===== config.mk =====
export PLATFORM = sky130hd
export DESIGN_NAME = button_led_dimmer_controller_top
export DESIGN_NICKNAME = d
export VERILOG_FILES = /design/src/rtl/core/bldc_pkg.sv /design/src/rtl/core/bldc_btn.sv /design/src/rtl/core/bldc_pwm.sv /design/src/rtl/core/button_led_dimmer_controller_top.sv
export SDC_FILE = /design/constraint.sdc
export NUM_CORES = 1
export LEC_CHECK = 0
export ABC_CLOCK_PERIOD_IN_PS = 6670
export BUFFER_PORTS_ARGS = -buffer_cell sky130_fd_sc_hd__buf_4
export CAP_MARGIN = 0
export CORE_MARGIN = 1.5
export CORE_UTILIZATION = 30
export CTS_CLUSTER_SIZE = 20
export DETAILED_ROUTE_END_ITERATION = 16
export HOLD_SLACK_MARGIN = 0.08
export PLACE_DENSITY = 0.51
export SKIP_LAST_GASP = 1
export SLEW_MARGIN = 0
export SYNTH_ARGS = -nofsm -noshare
export SYNTH_HDL_FRONTEND = slang
export SYNTH_SLANG_ARGS = --single-unit

===== constraint.sdc =====
create_clock -name clk_i -period 6.67 [get_ports clk_i]
set_clock_uncertainty 0.1 [all_clocks]
set_input_delay 1.334 -clock clk_i [delete_from_list [all_inputs] [get_ports clk_i]]
set_output_delay 1.334 -clock clk_i [all_outputs]
set_load 0.1 [all_outputs]

===== src/rtl/core/bldc_pkg.sv =====
// Package for the button LED dimmer controller.
// Holds register index codes, field widths and the structs shared by the core
// modules. No dependencies.
package bldc_pkg;

  localparam int unsigned PeriodW   = 16;
  localparam int unsigned DelayW    = 20;
  localparam int unsigned PressW    = 3;
  localparam int unsigned LedW      = 3;
  localparam int unsigned CfgIdxW   = 2;
  localparam int unsigned CfgDataW  = 20;
  localparam int unsigned InDataW   = 8;
  localparam int unsigned OutDataW  = 8;

  localparam logic [PressW-1:0] PressMax = 3'd7;

  typedef enum logic [CfgIdxW-1:0] {
    REG_PERIOD    = 2'd0,
    REG_DEBOUNCE  = 2'd1,
    REG_WINDOW    = 2'd2,
    REG_THRESHOLD = 2'd3
  } cfg_reg_e;

  typedef struct packed {
    logic [PeriodW-1:0] period_ticks;
    logic [DelayW-1:0]  debounce_ticks;
    logic [DelayW-1:0]  window_ticks;
    logic [PressW-1:0]  press_threshold;
  } cfg_t;

  // Button side status after the current tick, consumed by the PWM side.
  typedef struct packed {
    logic enabled;
    logic held;
  } btn_status_t;

endpackage


===== src/rtl/core/bldc_btn.sv =====
// Button side of the dimmer: debounce delay, held flag, press window, enable.
// Depends on bldc_pkg.
module bldc_btn (
  input  logic                 clk_i,
  input  logic                 rst_ni,
  input  logic                 tick_i,
  input  logic                 level_i,
  input  bldc_pkg::cfg_t       cfg_i,
  output bldc_pkg::btn_status_t status_o
);

  logic [bldc_pkg::DelayW-1:0] deb_q, deb_d;
  logic [bldc_pkg::DelayW-1:0] win_q, win_d;
  logic [bldc_pkg::PressW-1:0] press_q, press_d;
  logic                        en_q, en_d;
  logic                        held_q, held_d;
  logic                        last_q;

  logic [bldc_pkg::DelayW-1:0] win_dec;
  logic                        win_end;

  always_comb begin
    win_dec = win_q - 1'b1;
    win_end = (win_q != '0) && (win_dec == '0);
    win_d   = (win_q != '0) ? win_dec : win_q;
    press_d = press_q;
    en_d    = en_q;
    held_d  = held_q;
    deb_d   = deb_q;

    // Window is judged before the debounce sample of the same tick.
    if (win_end) begin
      if (press_q >= cfg_i.press_threshold) begin
        en_d = !en_q;
      end
      press_d = '0;
    end

    if (level_i != last_q) begin
      deb_d = cfg_i.debounce_ticks;
    end else if (deb_q != '0) begin
      deb_d = deb_q - 1'b1;
      if (deb_q == bldc_pkg::DelayW'(1)) begin
        if (level_i) begin
          held_d = 1'b1;
          if (press_d < bldc_pkg::PressMax) begin
            press_d = press_d + 1'b1;
          end
          win_d = cfg_i.window_ticks;
        end else begin
          held_d = 1'b0;
        end
      end
    end
  end

  always_ff @(posedge clk_i or negedge rst_ni) begin
    if (!rst_ni) begin
      deb_q   <= '0;
      win_q   <= '0;
      press_q <= '0;
      en_q    <= 1'b1;
      held_q  <= 1'b0;
      last_q  <= 1'b0;
    end else if (tick_i) begin
      deb_q   <= deb_d;
      win_q   <= win_d;
      press_q <= press_d;
      en_q    <= en_d;
      held_q  <= held_d;
      last_q  <= level_i;
    end
  end

  assign status_o.enabled = en_d;
  assign status_o.held    = held_d;

endmodule


===== src/rtl/core/bldc_pwm.sv =====
// PWM side of the dimmer: phase counter, bouncing duty ramp, LED selection.
// Depends on bldc_pkg.
module bldc_pwm #(
  parameter int unsigned LED_COUNT = 4
) (
  input  logic                        clk_i,
  input  logic                        rst_ni,
  input  logic                        tick_i,
  input  bldc_pkg::btn_status_t       status_i,
  input  logic [bldc_pkg::PeriodW-1:0] period_i,
  output logic [bldc_pkg::LedW-1:0]   led_index_o,
  output logic                        led_lit_o
);

  localparam logic [bldc_pkg::LedW-1:0] LedNone = bldc_pkg::LedW'(LED_COUNT);
  localparam logic [bldc_pkg::LedW-1:0] LedLast = bldc_pkg::LedW'(LED_COUNT - 1);

  logic [bldc_pkg::PeriodW-1:0] duty_q, duty_d;
  logic [bldc_pkg::PeriodW-1:0] phase_q, phase_d;
  logic [bldc_pkg::LedW-1:0]    sel_q, sel_d;
  logic                         up_q, up_d;
  logic                         step;
  logic [bldc_pkg::PeriodW:0]   phase_inc;

  always_comb begin
    duty_d = duty_q;
    up_d   = up_q;
    sel_d  = sel_q;
    step   = status_i.enabled && status_i.held && (phase_q == '0) && (period_i != '0);

    if (step) begin
      if (duty_q >= period_i) begin
        up_d = 1'b0;
      end else if (duty_q == '0) begin
        up_d  = 1'b1;
        sel_d = (sel_q >= LedLast) ? '0 : sel_q + 1'b1;
      end
      if (up_d) begin
        if (duty_q != '1) begin
          duty_d = duty_q + 1'b1;
        end
      end else if (duty_q != '0) begin
        duty_d = duty_q - 1'b1;
      end
    end

    // Phase can sit above a lowered period; the wrap still catches it.
    phase_inc = {1'b0, phase_q} + 1'b1;
    phase_d   = (phase_inc >= {1'b0, period_i}) ? '0 : phase_inc[bldc_pkg::PeriodW-1:0];
  end

  always_ff @(posedge clk_i or negedge rst_ni) begin
    if (!rst_ni) begin
      duty_q  <= '0;
      up_q    <= 1'b1;
      sel_q   <= LedNone;
      phase_q <= '0;
    end else if (tick_i) begin
      duty_q  <= duty_d;
      up_q    <= up_d;
      sel_q   <= sel_d;
      phase_q <= phase_d;
    end
  end

  assign led_index_o = sel_d;
  assign led_lit_o   = status_i.enabled && (sel_d < LedNone) && (phase_q < duty_d);

endmodule


===== src/rtl/core/button_led_dimmer_controller_top.sv =====
// Top level of the button LED dimmer controller: stream ports, config
// registers, output register. Depends on bldc_pkg, bldc_btn and bldc_pwm.
// An accepted tick item's result is in the output register in the next cycle.
// One item per cycle unless m_axis_tready stalls; the register refills as it drains.
// Reset: asynchronous active low; clears all dimmer state and loads the
// default config (period 1000, debounce 50000, window 500000, threshold 2).
module button_led_dimmer_controller_top #(
  parameter int unsigned LED_COUNT = 4
) (
  input  logic                           clk_i,
  input  logic                           rst_ni,
  // tdata: [0] button_level, [7:1] zero
  input  logic [bldc_pkg::InDataW-1:0]   s_axis_tdata,
  input  logic                           s_axis_tvalid,
  output logic                           s_axis_tready,
  // tdata: [2:0] led_index, [3] led_lit, [4] enabled, [5] held, [7:6] zero
  output logic [bldc_pkg::OutDataW-1:0]  m_axis_tdata,
  output logic                           m_axis_tvalid,
  input  logic                           m_axis_tready,
  input  logic                           cfg_valid_i,
  output logic                           cfg_ready_o,
  input  logic [bldc_pkg::CfgIdxW-1:0]   cfg_index_i,
  input  logic [bldc_pkg::CfgDataW-1:0]  cfg_data_i
);

  bldc_pkg::cfg_t        cfg_q;
  bldc_pkg::btn_status_t status;
  logic                  tick;
  logic [bldc_pkg::LedW-1:0] led_index;
  logic                  led_lit;
  logic                  out_valid_q;
  logic [bldc_pkg::OutDataW-1:0] out_data_q;

  assign cfg_ready_o   = 1'b1;
  assign s_axis_tready = !out_valid_q || m_axis_tready;
  assign tick          = s_axis_tvalid && s_axis_tready;

  always_ff @(posedge clk_i or negedge rst_ni) begin
    if (!rst_ni) begin
      cfg_q.period_ticks    <= bldc_pkg::PeriodW'(1000);
      cfg_q.debounce_ticks  <= bldc_pkg::DelayW'(50000);
      cfg_q.window_ticks    <= bldc_pkg::DelayW'(500000);
      cfg_q.press_threshold <= bldc_pkg::PressW'(2);
    end else if (cfg_valid_i) begin
      unique case (bldc_pkg::cfg_reg_e'(cfg_index_i))
        bldc_pkg::REG_PERIOD:
          cfg_q.period_ticks <= cfg_data_i[bldc_pkg::PeriodW-1:0];
        bldc_pkg::REG_DEBOUNCE:
          cfg_q.debounce_ticks <= cfg_data_i[bldc_pkg::DelayW-1:0];
        bldc_pkg::REG_WINDOW:
          cfg_q.window_ticks <= cfg_data_i[bldc_pkg::DelayW-1:0];
        bldc_pkg::REG_THRESHOLD:
          cfg_q.press_threshold <= cfg_data_i[bldc_pkg::PressW-1:0];
        default: begin
        end
      endcase
    end
  end

  bldc_btn u_btn (
    .clk_i    (clk_i),
    .rst_ni   (rst_ni),
    .tick_i   (tick),
    .level_i  (s_axis_tdata[0]),
    .cfg_i    (cfg_q),
    .status_o (status)
  );

  bldc_pwm #(
    .LED_COUNT (LED_COUNT)
  ) u_pwm (
    .clk_i       (clk_i),
    .rst_ni      (rst_ni),
    .tick_i      (tick),
    .status_i    (status),
    .period_i    (cfg_q.period_ticks),
    .led_index_o (led_index),
    .led_lit_o   (led_lit)
  );

  always_ff @(posedge clk_i or negedge rst_ni) begin
    if (!rst_ni) begin
      out_valid_q <= 1'b0;
    end else if (tick) begin
      out_valid_q <= 1'b1;
    end else if (m_axis_tready) begin
      out_valid_q <= 1'b0;
    end
  end

  always_ff @(posedge clk_i) begin
    if (tick) begin
      out_data_q <= {2'b00, status.held, status.enabled, led_lit, led_index};
    end
  end

  assign m_axis_tvalid = out_valid_q;
  assign m_axis_tdata  = out_data_q;

  // A lit LED needs the dimmer enabled and a real LED selected.
  assert property (@(posedge clk_i) disable iff (!rst_ni)
    m_axis_tvalid && m_axis_tdata[3] |-> m_axis_tdata[4])
    else $error("lit LED while disabled");

  assert property (@(posedge clk_i) disable iff (!rst_ni)
    m_axis_tvalid && m_axis_tdata[3] |->
      (m_axis_tdata[2:0] < bldc_pkg::LedW'(LED_COUNT)))
    else $error("lit LED with no selection");

  assert property (@(posedge clk_i) disable iff (!rst_ni)
    tick |=> m_axis_tvalid)
    else $error("accepted item produced no result");

  assert property (@(posedge clk_i) disable iff (!rst_ni)
    !m_axis_tvalid |-> s_axis_tready)
    else $error("input stalled with empty output register");

endmodule


==> results of run 1 <==
[registers in the layout (all words and copies together) (netlist names)]
signal and flops:
cfg_q 59, u_btn.deb_q 20, u_btn.win_q 20, u_pwm.duty_q 16
u_pwm.phase_q 16, m_axis_tdata 6, u_btn.press_q 3, u_pwm.sel_q 3
m_axis_tvalid 1, u_btn.en_q 1, u_btn.held_q 1, u_btn.last_q 1
u_pwm.up_q 1
[path summary, 6_finish.rpt]
kind	startpoint	endpoint	slack (ps)	cells after the start
setup reg to reg	u_btn.win_q[0]	m_axis_tdata[3]	1690	20
hold reg to reg	cfg_q[28]	cfg_q[28]	400	1
max in group asynchronous	rst_ni	u_pwm.duty_q[1]	4310	2
min in group asynchronous	rst_ni	u_btn.deb_q[13]	830	1
setup / recovery	s_axis_tdata[0]	m_axis_tdata[3]	1490	22
hold / removal	cfg_q[28]	cfg_q[28]	400	1
[power by group through the flow]
stage	Combinational [mW]	Clock, mW	Sequential, mW
5_1_grt	0.819	1.02	1.31
3_5_place_dp	0.716	0	1.29
4_1_cts	0.718	0.985	1.28
6_report	0.708	0.959	1.28
3_3_place_gp	0.701	0	1.29
2_1_floorplan	0.540	0	1.24
[metrics by stage]
step	instance area, um2	setup WS [ps]	power [mW]
global route	10500	1030	3.15
global placement	9910	1070	1.99
detailed placement	9910	1030	2.01
floorplan	9260	2340	1.78
finish	10500	1490	2.94
CTS	10500	1450	2.98
[layer usage]
layer  wire, um  GRT usage  part of all wire  vias to the layer above
li1           -          -                 -                     3692
met1      11400      0.216              0.48                     3634
met2      11600      0.264              0.49                      101
met3        747     0.0260             0.031                       15
met4        174     0.0361            0.0073                        0
met5          0          0                 0                        -
[cell usage in the layout (no fill, tap or decap), types with 5 or more instances in the layout]
master / n
clkbuf_16: 17
nand2_1: 107
dfrtp_1: 119
dfstp_2: 23
mux2_2: 52
and2_1: 9
a211oi_1: 5
nand3_1: 29
nand2b_1: 11
nand4_1: 13
edfxtp_1: 6
ha_1: 61
nor4_1: 19
nor3_1: 30
a22o_1: 7
inv_1: 38
xor2_1: 13
or2_2: 8
buf_4: 46
a21oi_1: 76
nor2b_1: 10
a22oi_1: 8
xnor2_1: 24
and3_1: 11
nor3b_1: 5
o211ai_1: 7
o22ai_1: 9
nor2_1: 58
or4_1: 7
o21ai_0: 99
or3_1: 6
a31oi_1: 10
[kinds of logic (layout without fill, tap and decap cells)]
family,Yosys count,in the layout,share of synthesized area
compound gates,259,259,0.166
xor+xnor,39,39,0.0377
fa+ha+maj,61,61,0.0825
buf+inv,89,117,0.0388
flops,148,148,0.407
mux,56,56,0.0676
other cells,2,3,0.000812
simple gates,353,353,0.200
[layout make-up]
class                           instances  area, um2  share of cell area
Inverter                               38        143              0.0136
Tap cell                              396        495              0.0473
Sequential cell                       148       3760               0.359
Clock buffer                           18        429              0.0410
Clock inverter                         14        145              0.0138
Multi-Input combinational cell        771       5150               0.491
Timing Repair Buffer                   47        357              0.0340
[worst max-delay path: stages]
cell and delay [ps]:
buf_4 140, xnor2_1 150, buf_4 240, and4b_1 200, and4_1 240, nand2_1 300, o21ai_0 360, nand2_1 110
buf_4 210, nor2_2 100, buf_4 220, nand2_1 90, xor2_1 160, ha_1 300, a21o_1 160, a21oi_1 130
nor2b_1 60, o21ai_0 150, nand2b_1 70, a211oi_1 250, o211ai_1 130, a211oi_1 200
==> reports/results.ini, run 1 <==
[run_status]
status = finished clean

[sta]
max-slew-margin-rel = 0.276
fin_crit_sh = 0.776
worst_pin_slew_ps = 1080
fin_setup_tns_ps = 0
final_max_slew_viol_count = 0
fmaxAchievable_mhz = 193
final.hold.worst_slack_ps = 403
final-hold-violation-count = 0
period_needed_ps = 5180
grt_setup_unrepaired = false
setup_viol_count_final = 0

[cells_and_area]
total_number_of_nets_in_the_final_design = 1119
drive_gt1_frac = 0.178
post-route-util = 0.344
nFillCells = 3124
area_growth_pct = 13.3
antenna-diode-count = 0
layoutNonFillerInstCount = 1432

[cts]
cts-root-buf = clkbuf_16
cts_hold_buf = 0
clock_pin_slew_on_the_worst_setup_and_hold_paths_ps = 70
postCtsSetupRepairBufs = 0
clock-sinks = 148
htree_levels = 4
post_cts.resized_instances = 0
cts_tree = yes
cts_max_path_bufs = 2
tritoncts.num_buffers = 17
clock_latency_ps = 440

[synthesis]
yosys.cell_types.count = 76
synth_edf_count = 6
synth.ff_latch_count = 148
post_synth.cell_area_avg_um2 = 9.19
synth_area_um2 = 9250
dominantRegCellSynth = dfrtp_1
netlist.top_cell.by_area = dfrtp_1
post_synth_inst_count = 1007
synth-async-reset-ratio = 0.959
ys_seq_area_frac = 0.407
post-synth-top-count-cell = dfrtp_1
synth_area_leaders = dfrtp_1, ha_1, dfstp_2, mux2_2, o21ai_0
synth_top_area_share = 0.322
number_of_warnings_printed_during_yosys_synthesis = 0
synthTopCellsByCount = dfrtp_1, nand2_1, o21ai_0, a21oi_1, ha_1

[worst_setup_path]
timing.critical_path.arrival_ps = 5330
crit_required_ps = 6820
setup.worst_path.start_class = input port
critical_path_class = in -> reg
critPathMaxFanout = 20
crit_end_category = register

[pwr]
switchingPower_mw = 1.02
power_density_nw_per_um2 = 281
power_report.internal_total_mw = 1.92
pwr-share-seq = 0.434
comb_power_share = 0.241
ir_worst_vdd_uv = 192
power.leakage_nw = 4.37
power_frac_clock = 0.326
power.share.switching = 0.348

[placement]
placed_cells = 1400
port_buffers = 35
detailedPlacementHpwl_um = 17300
finalWeightedCongestion = 0.830

[global_route]
grt_pass1_wl_um = 39400
pin_count_of_the_biggest_net_entering_global_routing = 94
overflow = 0
first_global_vias = 7103
global_route.usage.total = 0.159
grt_antenna_before_repair = 0

[routing]
remaining_antenna_violation_count = 0
routed_via_density = 5.20
first_drt_iteration_drcs = 527
drt-wirelength-per-cell_um = 16.7
first_pass_iters = 5
num_vias = 7442
drc_errors = 0
routed_wirelength_um = 23900

[die]
floorplan.io_pins = 46
dieHeight_um = 179
dieWidth_um = 179
initial_utilization = 0.303
floorplan.rows = 64
floorplan.core_area_um2 = 30500
design.die.area_um2 = 31900

[flow_run]
cap_viol_max_count = 0

[min_path]
min_path_type = reg -> reg

No activity file was read; power rests on OpenSTA's default activity.
==> run 2: changes to the inputs <==
--- a/config.mk
+++ b/config.mk
@@ -5,7 +5,8 @@
 export SDC_FILE = /design/constraint.sdc
 export NUM_CORES = 1
 export LEC_CHECK = 0
-export ABC_CLOCK_PERIOD_IN_PS = 6670
+export ABC_AREA = 1
+export ABC_CLOCK_PERIOD_IN_PS = 4900
 export BUFFER_PORTS_ARGS = -buffer_cell sky130_fd_sc_hd__buf_4
 export CAP_MARGIN = 0
 export CORE_MARGIN = 1.5
==> constraint.sdc (replaced) <==
create_clock -name clk_i -period 4.9 [get_ports clk_i]
set_clock_uncertainty 0.1 [all_clocks]
set_input_delay 0.98 -clock clk_i [delete_from_list [all_inputs] [get_ports clk_i]]
set_output_delay 0.98 -clock clk_i [all_outputs]
set_load 0.1 [all_outputs]
==> run 2 against run 1 <==
Net effect: worst hold slack worse by 20 ps; highest routed layer unchanged; synthesized area up 3.3%; critical path depth up 3; register-to-register slack worse by 960 ps; critical endpoint unchanged; synthesized cell count up 27%.
==> reports/results.ini, run 2 <==
[cts]
clock_latency_ps = 440
htree_levels = 4
postCtsSetupRepairBufs = 0
post_cts.resized_instances = 0
clock_pin_slew_on_the_worst_setup_and_hold_paths_ps = 60
cts-root-buf = clkbuf_16
tritoncts.num_buffers = 17
cts_hold_buf = 0
cts_max_path_bufs = 2
cts_tree = yes
clock-sinks = 148

[sta]
period_needed_ps = 4170
grt_setup_unrepaired = false
final-hold-violation-count = 0
fin_setup_tns_ps = 0
fmaxAchievable_mhz = 240
final_max_slew_viol_count = 0
max-slew-margin-rel = 0.341
final.hold.worst_slack_ps = 383
setup_viol_count_final = 0
worst_pin_slew_ps = 986
fin_crit_sh = 0.851

[worst_setup_path]
timing.rr.end = m_axis_tdata[3]
critical_path_class = reg -> reg
cpLargestDelayFamily = simple AND/OR/NAND/NOR gates
critPathSlowestCell = dfrtp_1
crit_required_ps = 5080
setup.worst_path.start_class = register
cp_slowest_stage_delay_ps = 400
critical_path.most_common_cell = nand2_1
worst_r2r_startpoint = u_btn.win_q[1]
timing.critical_path.buf_inv = 4
setup.reg_to_reg.worst_slack_ps = 730
timing.reg2reg.worst_path_depth = 25
timing.critical_path.arrival_ps = 4340
crit_end_category = register
critPathMaxFanout = 14

[routing]
first_pass_iters = 5
remaining_antenna_violation_count = 0
num_vias = 8306
drt-wirelength-per-cell_um = 15.2
first_drt_iteration_drcs = 576
routed_via_density = 4.85
drc_errors = 0
routed_wirelength_um = 26000

[synthesis]
synthTopCellsByCount = nand2_1, inv_1, o21ai_0, dfrtp_1, nor2_1
synth_area_um2 = 9560
synth-async-reset-ratio = 0.959
number_of_warnings_printed_during_yosys_synthesis = 0
ys_seq_area_frac = 0.394
post-synth-top-count-cell = nand2_1
synth.ff_latch_count = 148
synth_edf_count = 6
post_synth.cell_area_avg_um2 = 7.50
synth_area_leaders = dfrtp_1, nand2_1, ha_1, o21ai_0, inv_1
dominantRegCellSynth = dfrtp_1
yosys.cell_types.count = 49
netlist.top_cell.by_area = dfrtp_1
synth_top_area_share = 0.311
post_synth_inst_count = 1274

[placement]
detailedPlacementHpwl_um = 19100
finalWeightedCongestion = 0.849
placed_cells = 1681
port_buffers = 35

[global_route]
pin_count_of_the_biggest_net_entering_global_routing = 93
grt_antenna_before_repair = 0
global_route.usage.total = 0.163
grt_pass1_wl_um = 42500
overflow = 0
first_global_vias = 7781

[cells_and_area]
nFillCells = 3285
registers.top_by_ff_count = cfg_q
layoutNonFillerInstCount = 1713
total_number_of_nets_in_the_final_design = 1394
antenna-diode-count = 0
largest_register_ff_count = 59
top_registers = cfg_q x59, u_btn.deb_q x20, u_btn.win_q x20
final_cell_mix = nand2_1, inv_1, o21ai_0, dfrtp_1, nor2_1
area_growth_pct = 13.4
drive_gt1_frac = 0.105
mostFrequentLayoutCell = nand2_1

[pwr]
ir_worst_vdd_uv = 285
power_mw = 4.91
power_density_nw_per_um2 = 453
power.leakage_nw = 5.23

[die]
dieWidth_um = 182
initial_utilization = 0.304
dieHeight_um = 182
design.die.area_um2 = 32900
floorplan.rows = 65
floorplan.io_pins = 46
floorplan.core_area_um2 = 31500

[min_path]
min_path_type = reg -> reg
whs_path_depth = 2
min_from = cfg_q[6]
worstHoldEndpoint = cfg_q[6]

[run_status]
status = finished clean

[flow_run]
cap_viol_max_count = 0

run 2: worst max-delay path by stage:
stage	startpoint	to	slack [ps]	depth (start not counted)
2_1_floorplan	s_axis_tdata[0]	m_axis_tdata[3]	1400	20
5_1_grt	u_btn.win_q[1]	m_axis_tdata[3]	270	25
3_3_place_gp	u_btn.win_q[1]	m_axis_tdata[3]	750	25
4_1_cts	u_btn.win_q[1]	m_axis_tdata[3]	690	25
6_report	u_btn.win_q[1]	m_axis_tdata[3]	730	25
3_5_place_dp	u_btn.win_q[1]	m_axis_tdata[3]	720	25
run 2: logic make-up (layout without fill, tap and decap cells):
| family | after synthesis | in the layout | synth area share |
|---|---|---|---|
| buffers and inverters | 220 | 256 | 0.0899 |
| other | 2 | 3 | 0.000786 |
| XOR/XNOR | 40 | 40 | 0.0382 |
| AO/OA/AOI/OAI | 275 | 275 | 0.158 |
| adder cells (fa/ha/maj) | 61 | 61 | 0.0798 |
| flip-flops | 148 | 148 | 0.394 |
| AND/OR/NAND/NOR | 528 | 528 | 0.240 |
run 2: tightest hold or removal path, cell delays in order (launching register included):
cell and delay (ps):
dfrtp_1 340, nand2_1 50, o21ai_0 60
run 2: metal layers:
layer	track usage	wire, um	vias to the layer above
met3	0.0205	791	19
met2	0.252	11500	136
met5	0	0	-
li1	-	-	4251
met1	0.242	13500	3900
met4	0.0397	268	0
run 2: final cells by class:
class	instances	area [um2]	share of cell area
clock buffer	18	439	0.0405
clock inverter	14	163	0.0150
inverter	175	659	0.0608
multi-input combinational	907	4940	0.456
sequential	148	3760	0.347
tap	402	503	0.0464
timing repair buffer	49	372	0.0343
run 2: stage by stage:
stage               worst slack (ps)  cell area (um2)   util
finish                           732            10800  0.344
CTS                              689            10800  0.344
detailed placement               716            10200  0.325
floorplan                       1400             9560      -
global route                     275            10800  0.344
global placement                 747            10200  0.325
run 2: power by group:
| group | switching (mW) | internal, mW | total [mW] | leakage [nW] |
|---|---|---|---|---|
| clock | 0.579 | 0.778 | 1.36 | 0.295 |
| sequential | 0.265 | 1.51 | 1.77 | 1.79 |
| combinational | 1.15 | 0.632 | 1.78 | 3.14 |
==> run 3: changes to the inputs <==
--- a/config.mk
+++ b/config.mk
@@ -11,6 +11,7 @@
 export CAP_MARGIN = 0
 export CORE_MARGIN = 1.5
 export CORE_UTILIZATION = 30
+export CTS_BUF_LIST = sky130_fd_sc_hd__clkbuf_16
 export CTS_CLUSTER_SIZE = 20
 export DETAILED_ROUTE_END_ITERATION = 16
 export HOLD_SLACK_MARGIN = 0.08
==> run 3 against run 2 <==
Net effect: routed wire length is 0.13% lower; clock power hardly changed; fmax is 0.41% lower; largest power group unchanged.
==> reports/results.ini, run 3 (synthesis gave the netlist of run 2 again) <==
[cells_and_area]
post_route_cell_area_um2 = 10800
regArea_um2 = 3760
final_cell_mix = nand2_1, inv_1, o21ai_0, dfrtp_1, nor2_1
layoutNonFillerInstCount = 1713
drive_gt1_frac = 0.104
total_number_of_nets_in_the_final_design = 1394
antenna-diode-count = 0
post-route-util = 0.344
nFillCells = 3287
area_growth_pct = 13.3
registers.top_by_ff_count = cfg_q
top_registers = cfg_q x59, u_btn.deb_q x20, u_btn.win_q x20
multi_input_comb_area_um2 = 4940
mostFrequentLayoutCell = nand2_1
largest_register_ff_count = 59

[cts]
postCtsSetupRepairBufs = 0
clock-sinks = 148
cts_tree = yes
clock_latency_ps = 440
cts_max_path_bufs = 2
cts-root-buf = clkbuf_16
cts_hold_buf = 0
htree_levels = 4
tritoncts.num_buffers = 17
post_cts.resized_instances = 0
clock_pin_slew_on_the_worst_setup_and_hold_paths_ps = 60

[sta]
final-hold-violation-count = 0
fin_setup_tns_ps = 0
fmaxAchievable_mhz = 239
grt_setup_unrepaired = false
setup_viol_count_final = 0
period_needed_ps = 4190
max-slew-margin-rel = 0.346
worst_pin_slew_ps = 979
final_max_slew_viol_count = 0
fin_crit_sh = 0.854
final.hold.worst_slack_ps = 380

[die]
floorplan.rows = 65
design.die.area_um2 = 32900
dieHeight_um = 182
floorplan.core_area_um2 = 31500
floorplan.io_pins = 46
dieWidth_um = 182
initial_utilization = 0.304

[routing]
drt-wirelength-per-cell_um = 15.2
first_drt_iteration_drcs = 546
num_vias = 8280
routed_via_density = 4.83
remaining_antenna_violation_count = 0
first_pass_iters = 5
routed_wirelength_um = 26000
drc_errors = 0

[pwr]
pwr-share-seq = 0.362
ir_worst_vdd_uv = 283
power.share.switching = 0.407
switchingPower_mw = 1.99
power_report.internal_total_mw = 2.90
power_frac_clock = 0.274
power_density_nw_per_um2 = 452
comb_power_share = 0.364
power.leakage_nw = 5.22

[worst_setup_path]
critical_path_class = reg -> reg
cp_slowest_stage_delay_ps = 400
timing.critical_path.arrival_ps = 4360
critical_path.most_common_cell = nand2_1
critPathSlowestCell = dfrtp_1
setup.worst_path.start_class = register
crit_end_category = register
crit_required_ps = 5070
critPathMaxFanout = 14

[global_route]
grt_antenna_before_repair = 0
overflow = 0
grt_pass1_wl_um = 42500
first_global_vias = 7772
pin_count_of_the_biggest_net_entering_global_routing = 93
global_route.usage.total = 0.163

[min_path]
min_path_type = reg -> reg

[placement]
placed_cells = 1681
detailedPlacementHpwl_um = 19100
finalWeightedCongestion = 0.849
post_dp_cell_area_um2 = 10200
port_buffers = 35

[flow_run]
cap_viol_max_count = 0

[run_status]
status = finished clean

run 3: cell count changes in the layout (fill, tap and decap cells not counted):
cell / previous run / this run
clkinv_1: 0 / 1
clkbuf_8: 1 / 0
run 3: per-stage QoR:
stage | total power, mW | setup slack, ps
6_report | 4.89 | 715
3_5_place_dp | 3.58 | 716
4_1_cts | 4.94 | 689
5_1_grt | 5.31 | 275
2_1_floorplan | 3.08 | 1400
3_3_place_gp | 3.56 | 747
run 3: critical path: cells and delay by family, from the launching register on:
kind / cells / cell delay [ps]
AOI/OAI and AO/OA: 5 / 770
buffers and inverters: 4 / 410
DFF: 1 / 400
xor gates and xnor gates: 1 / 200
adders and majority gates: 2 / 520
and+or+nand+nor: 13 / 1610
run 3: final cells by class:
class | count | share of cell area
Clock buffer | 17 | 0.0393
Clock inverter | 15 | 0.0154
Inverter | 175 | 0.0609
Multi-Input combinational cell | 907 | 0.456
Sequential cell | 148 | 0.347
Tap cell | 402 | 0.0464
Timing Repair Buffer | 49 | 0.0343
run 3: final timing paths:
| check | startpoint | slack [ps] | end | cells past startpoint |
|---|---|---|---|---|
| setup / recovery | u_btn.win_q[1] | 710 | m_axis_tdata[3] | 25 |
| hold / removal | u_pwm.sel_q[2] | 380 | u_pwm.sel_q[2] | 2 |
| setup reg to reg | u_btn.win_q[1] | 710 | m_axis_tdata[3] | 25 |
| hold reg to reg | u_pwm.sel_q[2] | 380 | u_pwm.sel_q[2] | 2 |
| max in group asynchronous | rst_ni | 3210 | cfg_q[31] | 2 |
| min in group asynchronous | rst_ni | 510 | u_pwm.sel_q[1] | 1 |
run 3: power groups by stage:
stage	combinational [mW]	clock (mW)	sequential (mW)
CTS	1.80	1.37	1.77
floorplan	1.36	0	1.73
global placement	1.77	0	1.79
detailed placement	1.79	0	1.79
global route	2.07	1.43	1.81
finish	1.78	1.34	1.77
run 3: metal layers:
layer,GRT usage,routed length [um],share of wire
met1,0.242,13300,0.51
met2,0.252,11500,0.44
met3,0.0205,956,0.037
met4,0.0397,257,0.0099
met5,0,0,0
